--- src/rtl/spectral_max_magnitude_fusion_assert.svh ---
// Assertion macros for the spectral max magnitude fusion block.
`ifndef SPECTRAL_MAX_MAGNITUDE_FUSION_ASSERT_SVH
`define SPECTRAL_MAX_MAGNITUDE_FUSION_ASSERT_SVH

// check across reset itself
`define SMMF_ASSERT_RST(lbl, cond, expr, msg) \
  lbl: assert property (@(posedge clk) (cond) |=> (expr)) else $error(msg);

// check in the next cycle, off during reset
`define SMMF_ASSERT_NEXT(lbl, cond, expr, msg) \
  lbl: assert property (@(posedge clk) disable iff (rst) (cond) |=> (expr)) \
    else $error(msg);

`endif

--- src/rtl/smmf_pkg.sv ---
`default_nettype none
package smmf_pkg;
  localparam int DefMaxFrames = 32;
  localparam int DefCoefWidth = 24;
  localparam int OutWidth     = 24;
  localparam int NormFrac     = 16;
  localparam int QueueDepth   = 2;

  typedef enum logic [2:0] {
    ST_IDLE,
    ST_SQ,
    ST_DIV,
    ST_SQRT,
    ST_MUL,
    ST_OUT
  } back_state_t;
endpackage
`default_nettype wire

--- src/rtl/smmf_queue.sv ---
`default_nettype none
module smmf_queue import smmf_pkg::*; #(
  parameter int WIDTH = 8
) (
  input  wire logic             clk,
  input  wire logic             rst,
  input  wire logic             push,
  input  wire logic [WIDTH-1:0] din,
  output logic                  full,
  output logic                  valid,
  output logic [WIDTH-1:0]      dout,
  input  wire logic             pop
);
  localparam int AW = $clog2(QueueDepth);

  logic [WIDTH-1:0] mem [QueueDepth];
  logic [AW-1:0] wr_ptr, rd_ptr;
  logic [AW:0] count;
  logic do_push, do_pop;

  assign full    = (count == (AW+1)'(QueueDepth));
  assign valid   = (count != '0);
  assign dout    = mem[rd_ptr];
  assign do_push = push & ~full;
  assign do_pop  = pop & valid;

  always_ff @(posedge clk) begin
    if (do_push) begin
      mem[wr_ptr] <= din;
    end
  end

  always_ff @(posedge clk) begin
    if (rst) begin
      wr_ptr <= '0;
      rd_ptr <= '0;
      count  <= '0;
    end else begin
      if (do_push) begin
        wr_ptr <= (wr_ptr == AW'(QueueDepth-1)) ? '0 : wr_ptr + 1'b1;
      end
      if (do_pop) begin
        rd_ptr <= (rd_ptr == AW'(QueueDepth-1)) ? '0 : rd_ptr + 1'b1;
      end
      count <= count + (AW+1)'(do_push) - (AW+1)'(do_pop);
    end
  end
endmodule
`default_nettype wire

--- config.mk ---
export PLATFORM = sky130hd
export DESIGN_NAME = smmf_queue
export DESIGN_NICKNAME = d
export VERILOG_FILES = /design/src/rtl/spectral_max_magnitude_fusion_assert.svh /design/src/rtl/smmf_pkg.sv /design/src/rtl/smmf_queue.sv
export SDC_FILE = /design/constraint.sdc
export NUM_CORES = 1
export LEC_CHECK = 0
export BUFFER_PORTS_ARGS = -buffer_cell sky130_fd_sc_hd__buf_4
export CAP_MARGIN = 20
export CORE_AREA = 4 4 45 47
export DETAILED_ROUTE_END_ITERATION = 16
export DIE_AREA = 0 0 49 51
export MAX_ROUTING_LAYER = met4
export PLACE_DENSITY = 0.76
export SLEW_MARGIN = 20
export SYNTH_ARGS = -nofsm -noshare
export SYNTH_HDL_FRONTEND = slang
export SYNTH_SLANG_ARGS = --single-unit
--- constraint.sdc ---
create_clock -name clk -period 4.46 [get_ports clk]
set_input_delay 0.223 -clock clk [delete_from_list [all_inputs] [get_ports clk]]
set_output_delay 0.223 -clock clk [all_outputs]
set_load 0.005 [all_outputs]
**Yosys cells after proc, flatten, opt, wreduce, memory -nomap -nowiden**

Memories as Yosys holds them, arrays and structs flattened. A register that Yosys moved wholly into a read port is not among the register bits.
Cells that the tools add are included.

- Equal/unequal tests: 1
- Reduce and logical (&&, ||, !) cells: 1
- Bitwise operators: 3
- $add $sub $neg: 4
- Mux-type cells: 6

Operator list:

| cell | count |
|---|---|
| 2-to-1 mux 1 bit | 6 |
| adder 1 bit, second input constant | 2 |
| adder 2 x 1 -> 2 bit | 1 |
| bitwise AND 1 bit | 2 |
| == test 2 bit, second input constant | 1 |
| nonzero test 2 bit | 1 |
| subtractor 2 x 1 -> 2 bit | 1 |
| inverter 1 bit | 1 |

- Flip-flop bits (word level): 4
- Memories kept: 1
- Bits in writable memories: 16
- Output and inout port bits: 10
- Input bits: 12
- Word-level logic and storage cells: 19

Memory list:

| memory | depth | bits a word | rd ports | clocked after memory_dff | wr ports | RTL line | text |
|---|---|---|---|---|---|---|---|
| mem | 2 | 8 | 1 | 1 | 1 | smmf_queue.sv:16 | `logic [WIDTH-1:0] mem [QueueDepth];` |

**Longest topological paths before layout**

- Depth after elaboration: 5
- Depth in mapped cells: 8
- Mapped depth without buffers: 8

**Worst setup path before layout**

OpenSTA, ideal clock, no wires.

- Path kind: reg-to-reg
- Start point: register count[1]
- End point: register count[1]
- Path slack: 2991 ps
- Setup time: 78 ps
- Stages on the path, launching flop included: 8
- Period minus slack after synthesis: 1469 ps
- Buffers on the path: 0
- Required time: 4382 ps
- Data arrival time: 1392 ps
- Cells stage by stage: dfxtp_1 > o21a_2 > ha_1 > inv_1 > ha_1 > xor2_1 > and2_1 > nor3_1

- Elaborated cells on any way between the ends: 7
- Those cells by class: add/sub (2); eq/ne (1); bitwise (3); reduce/logical (1)

RTL lines:

| what | RTL line | text |
|---|---|---|
| from (decl) | smmf_queue.sv:18 | `logic [AW:0] count;` |
| from (signal assigned) | smmf_queue.sv:45 | `count <= count + (AW+1)'(do_push) - (AW+1)'(do_pop);` |
| nonzero test 2 bit | smmf_queue.sv:22 | `assign valid = (count != '0);` |
| bitwise AND 1 bit | smmf_queue.sv:25 | `assign do_pop = pop & valid;` |
| named net do_pop | smmf_queue.sv:19 | `logic do_push, do_pop;` |
| subtractor 2 x 1 -> 2 bit | smmf_queue.sv:45 |  |

The timed path passes the listed nets, and every way through them passes these cells.
A chain may end at the register's enable or synchronous reset.

**Worst setup path after layout**

Same ends and word-level chain as after synthesis.

==> flow_metrics.py <==
metrics = {
    "sta": {
        "period_share": 0.3544,
        "hold_viol_final": 0,
        "report.final.slew_viol_count": 0,
        "max_freq_ghz": 0.6327,
        "maxSlewHeadroom": 0.7668,
        "worst_pin_slew_ns": 0.3493,
        "setup-tns-final_ns": 0,
        "fin_skew_ns": 0.002019,
        "period_minus_slack_ns": 1.581,
        "setup_violations": 0,
        "rsz0062_at_grt": "no",
    },
    "setup_path": {
        "worst-setup-path-type": "reg -> reg",
        "end_kind": "flop",
        "cp-start-kind": "flop",
        "cp.arrival_ns": 1.81,
        "crit_required_ns": 4.69,
        "crit_fanout": 5,
    },
    "global_routing": {
        "grt_pass1_vias": 494,
        "grt_pass1_wl_mm": 2.097,
        "antenna_found_initial": 0,
        "grt_overflow": 0,
        "track_usage": 0.1150,
        "grt_max_degree": 12,
    },
    "synthesis": {
        "syn-mean-instance-area_um2": 15.64,
        "seq_area_frac_synth": 0.7138,
        "synth.distinct_cells": 22,
        "ys_ff_latch": 21,
        "syn_area_um2": 813.3,
        "synth_fp_nets": 66,
        "syn_inst": 52,
        "ys_warn_count": 0,
    },
    "cells_and_area": {
        "instances_no_fill": 93,
        "postLayoutCellArea_um2": 1013,
        "area_growth_pct": 24.62,
        "n_antenna_cell": 0,
        "drive_above_1_share": 0.4211,
        "fin_nets": 91,
    },
    "placement": {
        "dp_cells": 89,
        "dp.final_hpwl_um": 962.9,
        "dpl-instance-area_um2": 987.2,
        "port_buffers": 21,
        "place.gp.congestion": 0.7068,
    },
    "drt": {
        "drt_iter0_markers": 1,
        "wl_per_cell_um": 13.78,
        "drtAntennaViolNets": 0,
        "via_count": 471,
        "drtPass1Iterations": 2,
        "drc": 0,
        "drt_wl_total_mm": 1.282,
        "vias_per_cell": 5.065,
    },
    "cts": {
        "hold_buffers": 0,
        "root_buffer": "clkbuf_4",
        "clk_pin_slew_ns": 0.10,
        "clk_path_buf_depth": 2,
        "numCtsBuffers": 3,
        "post_cts.repair.setup_buffers": 0,
        "cts_tree": "done",
        "cts.sinks": 21,
        "clk_latency_ns": 0.30,
        "ctsResizeCount": 0,
        "htree_levels": 1,
    },
    "floorplan": {
        "die_h_um": 51,
        "coreArea_um2": 1652,
        "ios": 22,
        "die_x_um": 49,
        "initial_core_util": 0.4924,
        "dieArea_um2": 2499,
        "num_rows": 15,
    },
    "power_and_ir_drop": {
        "power_density_nw_per_um2": 529.2,
        "ir_drop_v": 0.0003165,
        "p_leak_uw": 0.0004238,
    },
    "run_status": {
        "status": "finished, final reports clean",
    },
    "min_path": {
        "min-delay-path-class": "in -> reg",
    },
    "run": {
        "maxCapViolCount": 0,
    },
}
==> routing by layer <==
layer	global-route usage	vias to the layer above	routed length, um	share of wire
li1	-	232	-	-
met1	0.1186	217	517	0.40
met2	0.1870	17	634	0.49
met3	0.04373	5	97	0.076
met4	0.06726	0	32	0.025
met5	-	-	0	0
==> state kept, by name, summed over array words and instances, names as in the netlist, named ones only <==
signal	cells
count	2
mem	16
rd_ptr	1
wr_ptr	1
==> cells in the final DEF, fill, tap and decap left out, types with 2 or more instances in the layout <==
| cell | n |
|---|---|
| inv_1 | 3 |
| dfxtp_1 | 5 |
| ha_1 | 2 |
| edfxtp_1 | 16 |
| buf_4 | 21 |
| mux2_2 | 3 |
| clkbuf_4 | 3 |
| nor2_1 | 3 |
| mux2_1 | 5 |
==> cell families (layout without fill, tap and decap cells) <==
kind of cell             Yosys count  after routing  synth area share
AO/OA/AOI/OAI                      3              3           0.02307
adder cells (fa/ha/maj)            2              2           0.03076
multiplexers                       8              8            0.1108
XOR/XNOR                           2              2           0.02154
flip-flops                        21             21            0.7139
AND/OR/NAND/NOR                   11             11           0.07540
buffers and inverters              5             29           0.02460
==> power by group <==
group	switching [uW]	internal, uW	total [uW]
clock	52.5	34.8	87.4
combinational	68.3	102	170
sequential	25.9	253	279
total	147	390	536
==> critical path, stage by stage, from the launching register on <==
cell	delay, ns
dfxtp_1	0.37
o21a_2	0.25
ha_1	0.27
inv_1	0.04
ha_1	0.17
xor2_1	0.15
and2_1	0.15
nor3_1	0.11
==> metrics by stage <==
| stage | setup WS [ns] | total power, uW | hold slack [ns] | utilization |
|---|---|---|---|---|
| 2_1_floorplan | 2.991 | 375.8 | 0.2921 | - |
| 3_3_place_gp | 2.948 | 448.8 | 0.4084 | 0.5977 |
| 3_5_place_dp | 2.907 | 457.0 | 0.4107 | 0.5977 |
| 4_1_cts | 2.859 | 543.4 | 0.1013 | 0.6136 |
| 5_1_grt | 2.778 | 576.3 | 0.08032 | 0.6136 |
| 6_report | 2.879 | 536.3 | 0.1030 | 0.6136 |
==> worst paths after layout <==
path | start | endpoint | slack, ns | cells past startpoint
setup / recovery | count[1]$_SDFF_PP0_ | count[1]$_SDFF_PP0_ | 2.88 | 7
hold / removal | din[3] | mem[0][3]$_DFFE_PP_ | 0.10 | 1
setup reg to reg | count[1]$_SDFF_PP0_ | count[1]$_SDFF_PP0_ | 2.88 | 7
hold reg to reg | wr_ptr$_SDFFE_PP0P_ | wr_ptr$_SDFFE_PP0P_ | 0.50 | 2
==> cells in the mapped netlist, drive strengths merged <==
cell | n | area share
edfxtp | 16 | 0.59
a21oi | 1 | 0.0061
buf | 1 | 0.0061
ha | 2 | 0.031
or2 | 1 | 0.0077
and2 | 1 | 0.0077
nor3 | 1 | 0.0061
or3 | 1 | 0.0077
nand2 | 1 | 0.0046
and3 | 1 | 0.0092
o21ai | 1 | 0.0061
xor2 | 1 | 0.011
xnor2 | 1 | 0.011
nor2 | 3 | 0.014
mux2 | 8 | 0.11
inv | 4 | 0.018
nor2b | 1 | 0.0077
dfxtp | 5 | 0.12
nand2b | 1 | 0.011
o21a | 1 | 0.011
==> cell type report <==
cell class / instances / area [um^2]
multi-input combinational: 26 / 212.7
tap: 17 / 21.27
timing repair buffer: 21 / 157.7
fill: 148 / 638.1
inverter: 4 / 15.01
clock buffer: 4 / 26.28
sequential: 21 / 580.6
Power figures use the tool's default switching activity.
