File: config.mk
export PLATFORM = sky130hd
export DESIGN_NAME = smmf_back
export DESIGN_NICKNAME = d
export VERILOG_FILES = /design/src/rtl/spectral_max_magnitude_fusion_assert.svh /design/src/rtl/smmf_pkg.sv /design/src/rtl/smmf_back.sv
export SDC_FILE = /design/constraint.sdc
export NUM_CORES = 2
export LEC_CHECK = 0
export BUFFER_PORTS_ARGS = -buffer_cell sky130_fd_sc_hd__buf_2
export CAP_MARGIN = 20
export CORE_MARGIN = 10
export CORE_UTILIZATION = 40
export DETAILED_ROUTE_END_ITERATION = 7
export SETUP_SLACK_MARGIN = 0.5
export SLEW_MARGIN = 20
export SYNTH_ARGS = -nofsm -noshare
export SYNTH_HDL_FRONTEND = slang
export SYNTH_SLANG_ARGS = --single-unit
File: constraint.sdc
create_clock -name clk -period 38.3 [get_ports clk]
set_clock_uncertainty 0.05 [all_clocks]
set_input_delay 11.49 -clock clk [delete_from_list [all_inputs] [get_ports clk]]
set_output_delay 11.49 -clock clk [all_outputs]
set_load 0.03 [all_outputs]
File: src/rtl/spectral_max_magnitude_fusion_assert.svh
// Assertion macros for the spectral max magnitude fusion block.
`ifndef SPECTRAL_MAX_MAGNITUDE_FUSION_ASSERT_SVH
`define SPECTRAL_MAX_MAGNITUDE_FUSION_ASSERT_SVH

// check across reset itself
`define SMMF_ASSERT_RST(lbl, cond, expr, msg) \
  lbl: assert property (@(posedge clk) (cond) |=> (expr)) else $error(msg);

// check in the next cycle, off during reset
`define SMMF_ASSERT_NEXT(lbl, cond, expr, msg) \
  lbl: assert property (@(posedge clk) disable iff (rst) (cond) |=> (expr)) \
    else $error(msg);

`endif

File: src/rtl/smmf_pkg.sv
`default_nettype none
package smmf_pkg;
  localparam int DefMaxFrames = 32;
  localparam int DefCoefWidth = 24;
  localparam int OutWidth     = 24;
  localparam int NormFrac     = 16;
  localparam int QueueDepth   = 2;

  typedef enum logic [2:0] {
    ST_IDLE,
    ST_SQ,
    ST_DIV,
    ST_SQRT,
    ST_MUL,
    ST_OUT
  } back_state_t;
endpackage
`default_nettype wire

File: src/rtl/smmf_back.sv
`default_nettype none
module smmf_back import smmf_pkg::*; #(
  parameter int MAX_FRAMES = DefMaxFrames,
  parameter int COEF_WIDTH = DefCoefWidth
) (
  input  wire logic                                  clk,
  input  wire logic                                  rst,
  input  wire logic                                  job_valid,
  input  wire logic [2*COEF_WIDTH-2:0]               job_peak,
  input  wire logic signed [COEF_WIDTH+$clog2(MAX_FRAMES)-1:0] job_real,
  input  wire logic signed [COEF_WIDTH+$clog2(MAX_FRAMES)-1:0] job_imag,
  output logic                                       job_take,
  output logic                                       empty,
  input  wire logic                                  pop,
  output logic signed [OutWidth-1:0]                 fused_real,
  output logic signed [OutWidth-1:0]                 fused_imag
);
  localparam int SW   = COEF_WIDTH + $clog2(MAX_FRAMES);
  localparam int PW   = 2 * COEF_WIDTH - 1;
  localparam int SQW  = 2 * SW;
  localparam int NW   = PW + 2 * NormFrac;
  localparam int RW   = (NW + 1) / 2;
  localparam int H    = (RW + 1) / 2;
  localparam int MBW  = (SW > H) ? SW : H;
  localparam int PRW  = SW + MBW;
  localparam int AW0  = (SQW > SW + 2 * H) ? SQW : SW + 2 * H;
  localparam int AW   = (AW0 > NormFrac + OutWidth) ? AW0 : NormFrac + OutWidth;
  localparam int CNTW = $clog2(NW + 1);
  localparam int RRW  = RW + 3;
  localparam int OW   = OutWidth;

  back_state_t state, state_next;
  logic [CNTW-1:0] cnt, cnt_next;

  logic [PW-1:0] peak;
  logic signed [SW-1:0] s_re, s_im;
  logic [SW-1:0] mag_re, mag_im;
  logic [SQW-1:0] sq;
  logic [SQW-1:0] rem;
  logic [SQW:0] rem_t;
  logic div_ge;
  logic [NW-1:0] dq, dq_next;
  logic [2*RW-1:0] rad;
  logic [RRW-1:0] sr, rt, trial;
  logic sqrt_ge;
  logic [RW-1:0] root;
  logic [2*H-1:0] norm_ext;
  logic [SW-1:0] mul_a;
  logic [MBW-1:0] mul_b;
  logic [PRW-1:0] prod;
  logic [AW-1:0] acc, sum_pp;
  logic [OW-1:0] res_re;
  logic out_valid, load_out;

  function automatic logic [OW-1:0] sat_out(input logic [AW-1:0] p, input logic neg);
    logic [AW-1:0] v;
    logic big;
    v   = p >> NormFrac;
    big = |(v >> (OW - 1));
    if (neg) begin
      sat_out = big ? {1'b1, {(OW-1){1'b0}}} : OW'(-v[OW-1:0]);
    end else begin
      sat_out = big ? {1'b0, {(OW-1){1'b1}}} : v[OW-1:0];
    end
  endfunction

  assign mag_re   = s_re[SW-1] ? SW'(-s_re) : SW'(s_re);
  assign mag_im   = s_im[SW-1] ? SW'(-s_im) : SW'(s_im);
  assign norm_ext = (2*H)'(root);

  assign rem_t   = {rem, dq[NW-1]};
  assign div_ge  = (rem_t >= {1'b0, sq});
  assign dq_next = {dq[NW-2:0], div_ge};

  assign rt      = {sr[RRW-3:0], rad[2*RW-1 -: 2]};
  assign trial   = RRW'({root, 2'b01});
  assign sqrt_ge = (rt >= trial);

  always_comb begin
    mul_a = mag_re;
    mul_b = '0;
    if (state == ST_SQ) begin
      mul_a = (cnt == '0) ? mag_re : mag_im;
      mul_b = (cnt == '0) ? MBW'(mag_re) : MBW'(mag_im);
    end else if (state == ST_MUL) begin
      mul_a = cnt[1] ? mag_im : mag_re;
      mul_b = cnt[0] ? MBW'(norm_ext[2*H-1:H]) : MBW'(norm_ext[H-1:0]);
    end
  end

  assign sum_pp   = (state == ST_MUL) ? acc + (AW'(prod) << H) : acc + AW'(prod);
  assign load_out = (state == ST_OUT) & (~out_valid | pop);
  assign job_take = (state == ST_IDLE) & job_valid;
  assign empty    = ~out_valid;

  always_comb begin
    state_next = state;
    cnt_next   = cnt + 1'b1;
    unique case (state)
      ST_IDLE: begin
        cnt_next = '0;
        if (job_valid) begin
          state_next = ST_SQ;
        end
      end
      ST_SQ: begin
        if (cnt == CNTW'(2)) begin
          state_next = ST_DIV;
          cnt_next   = '0;
        end
      end
      ST_DIV: begin
        if (cnt == CNTW'(NW - 1)) begin
          state_next = ST_SQRT;
          cnt_next   = '0;
        end
      end
      ST_SQRT: begin
        if (cnt == CNTW'(RW - 1)) begin
          state_next = ST_MUL;
          cnt_next   = '0;
        end
      end
      ST_MUL: begin
        if (cnt == CNTW'(4)) begin
          state_next = ST_OUT;
          cnt_next   = '0;
        end
      end
      ST_OUT: begin
        cnt_next = '0;
        if (load_out) begin
          state_next = ST_IDLE;
        end
      end
      default: begin
        state_next = ST_IDLE;
        cnt_next   = '0;
      end
    endcase
  end

  always_ff @(posedge clk) begin
    if (rst) begin
      state <= ST_IDLE;
      cnt   <= '0;
    end else begin
      state <= state_next;
      cnt   <= cnt_next;
    end
  end

  always_ff @(posedge clk) begin
    prod <= PRW'(mul_a * mul_b);
    case (state)
      ST_IDLE: begin
        peak <= job_peak;
        s_re <= job_real;
        s_im <= job_imag;
      end
      ST_SQ: begin
        if (cnt == CNTW'(1)) begin
          acc <= AW'(prod);
        end else if (cnt == CNTW'(2)) begin
          sq  <= (sum_pp[SQW-1:0] == '0) ? SQW'(1) : sum_pp[SQW-1:0];
          dq  <= {peak, {(2*NormFrac){1'b0}}};
          rem <= '0;
        end
      end
      ST_DIV: begin
        rem <= div_ge ? SQW'(rem_t - {1'b0, sq}) : rem_t[SQW-1:0];
        dq  <= dq_next;
        if (cnt == CNTW'(NW - 1)) begin
          rad  <= (2*RW)'(dq_next);
          sr   <= '0;
          root <= '0;
        end
      end
      ST_SQRT: begin
        sr   <= sqrt_ge ? rt - trial : rt;
        root <= {root[RW-2:0], sqrt_ge};
        rad  <= rad << 2;
      end
      ST_MUL: begin
        if (cnt == CNTW'(1) || cnt == CNTW'(3)) begin
          acc <= AW'(prod);
        end else if (cnt == CNTW'(2)) begin
          res_re <= sat_out(sum_pp, s_re[SW-1]);
        end else if (cnt == CNTW'(4)) begin
          acc <= sum_pp;
        end
      end
      default: begin
      end
    endcase
  end

  always_ff @(posedge clk) begin
    if (load_out) begin
      fused_real <= res_re;
      fused_imag <= sat_out(acc, s_im[SW-1]);
    end
  end

  always_ff @(posedge clk) begin
    if (rst) begin
      out_valid <= 1'b0;
    end else if (load_out) begin
      out_valid <= 1'b1;
    end else if (pop) begin
      out_valid <= 1'b0;
    end
  end
endmodule
`default_nettype wire

# Word-level counts from Yosys, hierarchy flattened

Cells that the tools add are included.

Register bits after elaboration: 671
Input port bits: 109

Magnitude comparators: 2
Equality and inequality tests: 21
$add $sub $neg: 9
Bitwise logic cells: 6
Reduce and logical (&&, ||, !) cells: 16
Mux-type cells: 49
Multipliers: 1

Operators by type and width:

| cell              | number |
|---|---|
| $mux W69          | 5 |
| $mux W29          | 7 |
| $mux W58          | 3 |
| $pmux W80 S2      | 1 |
| $mux W79          | 2 |
| $pmux W79 S2      | 1 |
| $mux W24          | 6 |
| $pmux W69 S2      | 1 |
| $pmux W58 S2      | 1 |
| $mux W41          | 2 |
| $pmux W41 S2      | 1 |
| $mux W80          | 1 |
| $pmux W40 S2      | 1 |
| $add A69 B58 Y69  | 1 |
| $add A69 B69 Y69  | 1 |
| $reduce_or A30 Y1 | 2 |
| $ge A59 B58 Y1    | 1 |
| $logic_not A58 Y1 | 1 |
| $mul A29 B29 Y58  | 1 |
| $neg A29 Y29      | 2 |
| $sub A58 B58 Y58  | 1 |
| $neg A24 Y24      | 2 |
| $ge A43 B42 Y1    | 1 |
| $sub A41 B41 Y41  | 1 |
| 31 further kinds  | 58 |

# Longest topological paths before layout

Depth after elaboration: 6
Depth in mapped cells: 46
Mapped depth without buffers: 42

# Worst setup path after synthesis

No wires, ideal clock.

Path type: input -> output
Start: in job_valid
End: out job_take
Cell stages on the path: 1
Path buffers: 0
Data required time: 26760 ps
Slack: 14994 ps
Arrival time: 11766 ps
Path through: and2_1

Word-level cells in the longest chain between the ends: 1

Ends and longest elaborated chain:

| what          | RTL line        | RTL |
|---|---|---|
| from (decl)   | smmf_back.sv:8  | `input wire logic job_valid,` |
| $and A1 B1 Y1 | smmf_back.sv:93 | `assign job_take = (state == ST_IDLE) & job_valid;` |
| to (decl)     | smmf_back.sv:12 | `output logic job_take,` |

Every way passes these cells.

# Worst setup path in the final report

Same ends and word-level chain as after synthesis.

==> flow_summary_export.csv <==
group,metric,value,unit
setup_path,path_buf_inv,2,
sta,fmax,42.7,MHz
setup_path,worstPathRequired,26760,ps
setup_path,slowest_stage,"buf_2",
placement,dp_hpwl,170,mm
logic_synthesis,synth_warnings,0,
routing,first_pass_iters,6,
clock_network,cts_resized,0,
sta,finalSetupViolations,0,
layout,layout-drive-gt1-share,7.00,%
floorplanning,core_area,169000,µm²
sta,post-route-period-util,61.2,%
placement,port_buffers,158,
min_path,hp-class,"register to register",
setup_path,cp.arrival,11890,ps
logic_synthesis,yosys.area.top_type,"edfxtp_1",
routing,avgRoutedWirePerCell,22.5,µm
clock_network,cts_setup_buffers,0,
clock_network,h-tree-depth,3,
floorplanning,die-height,432,µm
sta,final_max_slew_viol_count,0,
setup_path,slowest_delay,170,ps
routing,drt.antenna.violating_nets,0,
logic_synthesis,synth_edf_count,602,
logic_synthesis,netlist_area,67800,µm²
logic_synthesis,synth_cell_types,102,
clock_network,cts_buffers,75,
global_route,grt_usage,23.1,%
global_route,grt_pass1_vias,53422,
setup_path,path_delay_family,"buffers and inverters",
sta,layout_min_cycle_time,23430,ps
setup_path,worstSetupStartpointType,"primary input",
logic_synthesis,synthArstFlopShare,0,%
floorplanning,num_rows,151,
sta,slew_headroom,23.6,%
sta,fin_setup_tns,0,ps
global_route,grt_max_degree,93,
sta,worst_slew_pin_slew,1140,ps
clock_network,cts_root_buffer,"clkbuf_16",
sta,hold_viol_final,0,
logic_synthesis,netlist_top_cells_count,"nand2_1 (1,151), inv_1 (982), nor2_1 (845)",
logic_synthesis,yosys_most_used_dff,"edfxtp_1",
clock_network,cts.clk_slew.worst_paths,60,ps
floorplanning,die_x,432,µm
routing,vias,53219,
global_route,antenna_found_initial,5,
clock_network,cts_sinks,671,
layout,area_delta_synth_final,8.90,%
clock_network,clock_latency,700,ps
setup_path,cp-end-kind,"output pin",
global_route,grt_overflow_total,0,
floorplanning,start_util,40.2,%
setup_path,path_common_cell,"buf_2",
clock_network,cts_tree,"yes",
floorplanning,die_area,186000,µm²
sta,rsz0062_at_grt,"no",
routing,drcViolationCount,0,
layout,fin_nets,8718,
logic_synthesis,synthDominantCellAreaShare,26.7,%
logic_synthesis,synth_seq_cells,671,
routing,drt_wl_total,218,mm
setup_path,crit_fanout,2,
floorplanning,num_io_pins,159,
logic_synthesis,post-synth-top-count-cell,"nand2_1",
logic_synthesis,synth.avg_cell_area,9.17,µm²
placement,gp_congestion,0.975,
clock_network,hold_buffers,0,
job,max-cap-violations,0,
status,status,"complete, no violations",
global_route,grt_first_pass_wirelength,332,mm
layout,seq_area,19500,µm²
logic_synthesis,synth_area_leaders,"edfxtp_1 (27%), fa_1 (21%), ha_1 (8.5%), nand2_1 (6.4%), inv_1 (5.4%)",
setup_path,path_class,"primary input to output pin",
clock_network,cts_buffer_depth,3,
layout,multi_input_area,43700,µm²
routing,viasPerCell,5.48,
logic_synthesis,synth-seq-area-share,28.7,%
logic_synthesis,syn_inst,7396,
layout,n_fill_cell,16490,
setup_path,cp_cell_sequence,"buf_2, and2_1, buf_2",
routing,dr.first_iter.drc_count,4652,
[metal layers]
metal	part of all wire (%)	vias to the layer above	wire length [µm]	track usage, %
li1	-	24456	-	-
met1	41	26347	88700	29.7
met2	46	1975	101000	37.4
met3	7.2	439	15800	3.85
met4	6.0	2	13200	12.0
met5	0.0055	-	12	0
[sequential cells by signal (all words and copies together) (netlist names), 3 cells and up]
register,count
rad,80
sq,58
res_re,24
norm_ext,40
peak,47
rem,58
dq,79
s_im,29
cnt,7
prod,58
state,3
s_re,29
sr,41
fused_imag,24
fused_real,24
acc,69
[stage by stage]
stage	cell area, µm²	worst slack, ps	util, %	hold slack, ps	instances
global placement	71200	14820	42.2	352	9562
CTS	73800	14870	43.7	368	9702
finish	73900	14870	43.7	367	9705
floorplan	67900	14990	-	350	7411
detailed placement	71300	14870	42.2	355	9562
global route	73900	14860	43.7	371	9704
[kinds of logic after synthesis]
group           synth area share, %
fa+ha+maj                      29.9
flops                          28.7
xor+xnor                       4.13
compound gates                 11.6
mux                            1.66
simple gates                   16.5
other cells                  0.0111
buf+inv                        7.47
[layout make-up]
cell class,instances,share of cell area [%]
well taps,2218,3.76
clock inverters,51,0.835
diodes,2,0.00678
flip-flops and latches,671,26.3
clock buffers,89,2.65
repair buffers,269,2.23
multi-input cells,5418,59.2
inverters,987,5.02
[path summary, 6_finish.rpt]
check,end,slack [ps],start,depth (start not counted)
max,job_take,14870,job_valid,3
min,fused_real[10],370,res_re[10],0
max reg2reg,prod[54],25870,state[1],37
min reg2reg,fused_real[10],370,res_re[10],0
[placed cells by master (no fill, tap or decap), types with 102 or more instances in the layout]
| cell type | synthesis | layout |
|---|---|---|
| a21o_1 | 181 | 181 |
| a21oi_1 | 320 | 318 |
| buf_2 | 33 | 158 |
| buf_4 | 7 | 110 |
| edfxtp_1 | 602 | 602 |
| fa_1 | 727 | 727 |
| ha_1 | 460 | 460 |
| inv_1 | 982 | 982 |
| mux2i_1 | 108 | 102 |
| nand2_1 | 1151 | 1149 |
| nor2_1 | 845 | 840 |
| o21ai_0 | 202 | 195 |
| xnor2_1 | 171 | 171 |
| xor2_1 | 149 | 149 |
Power is not shown: default switching activity piles up to over one toggle a cycle in this logic, so the estimate is an artifact.
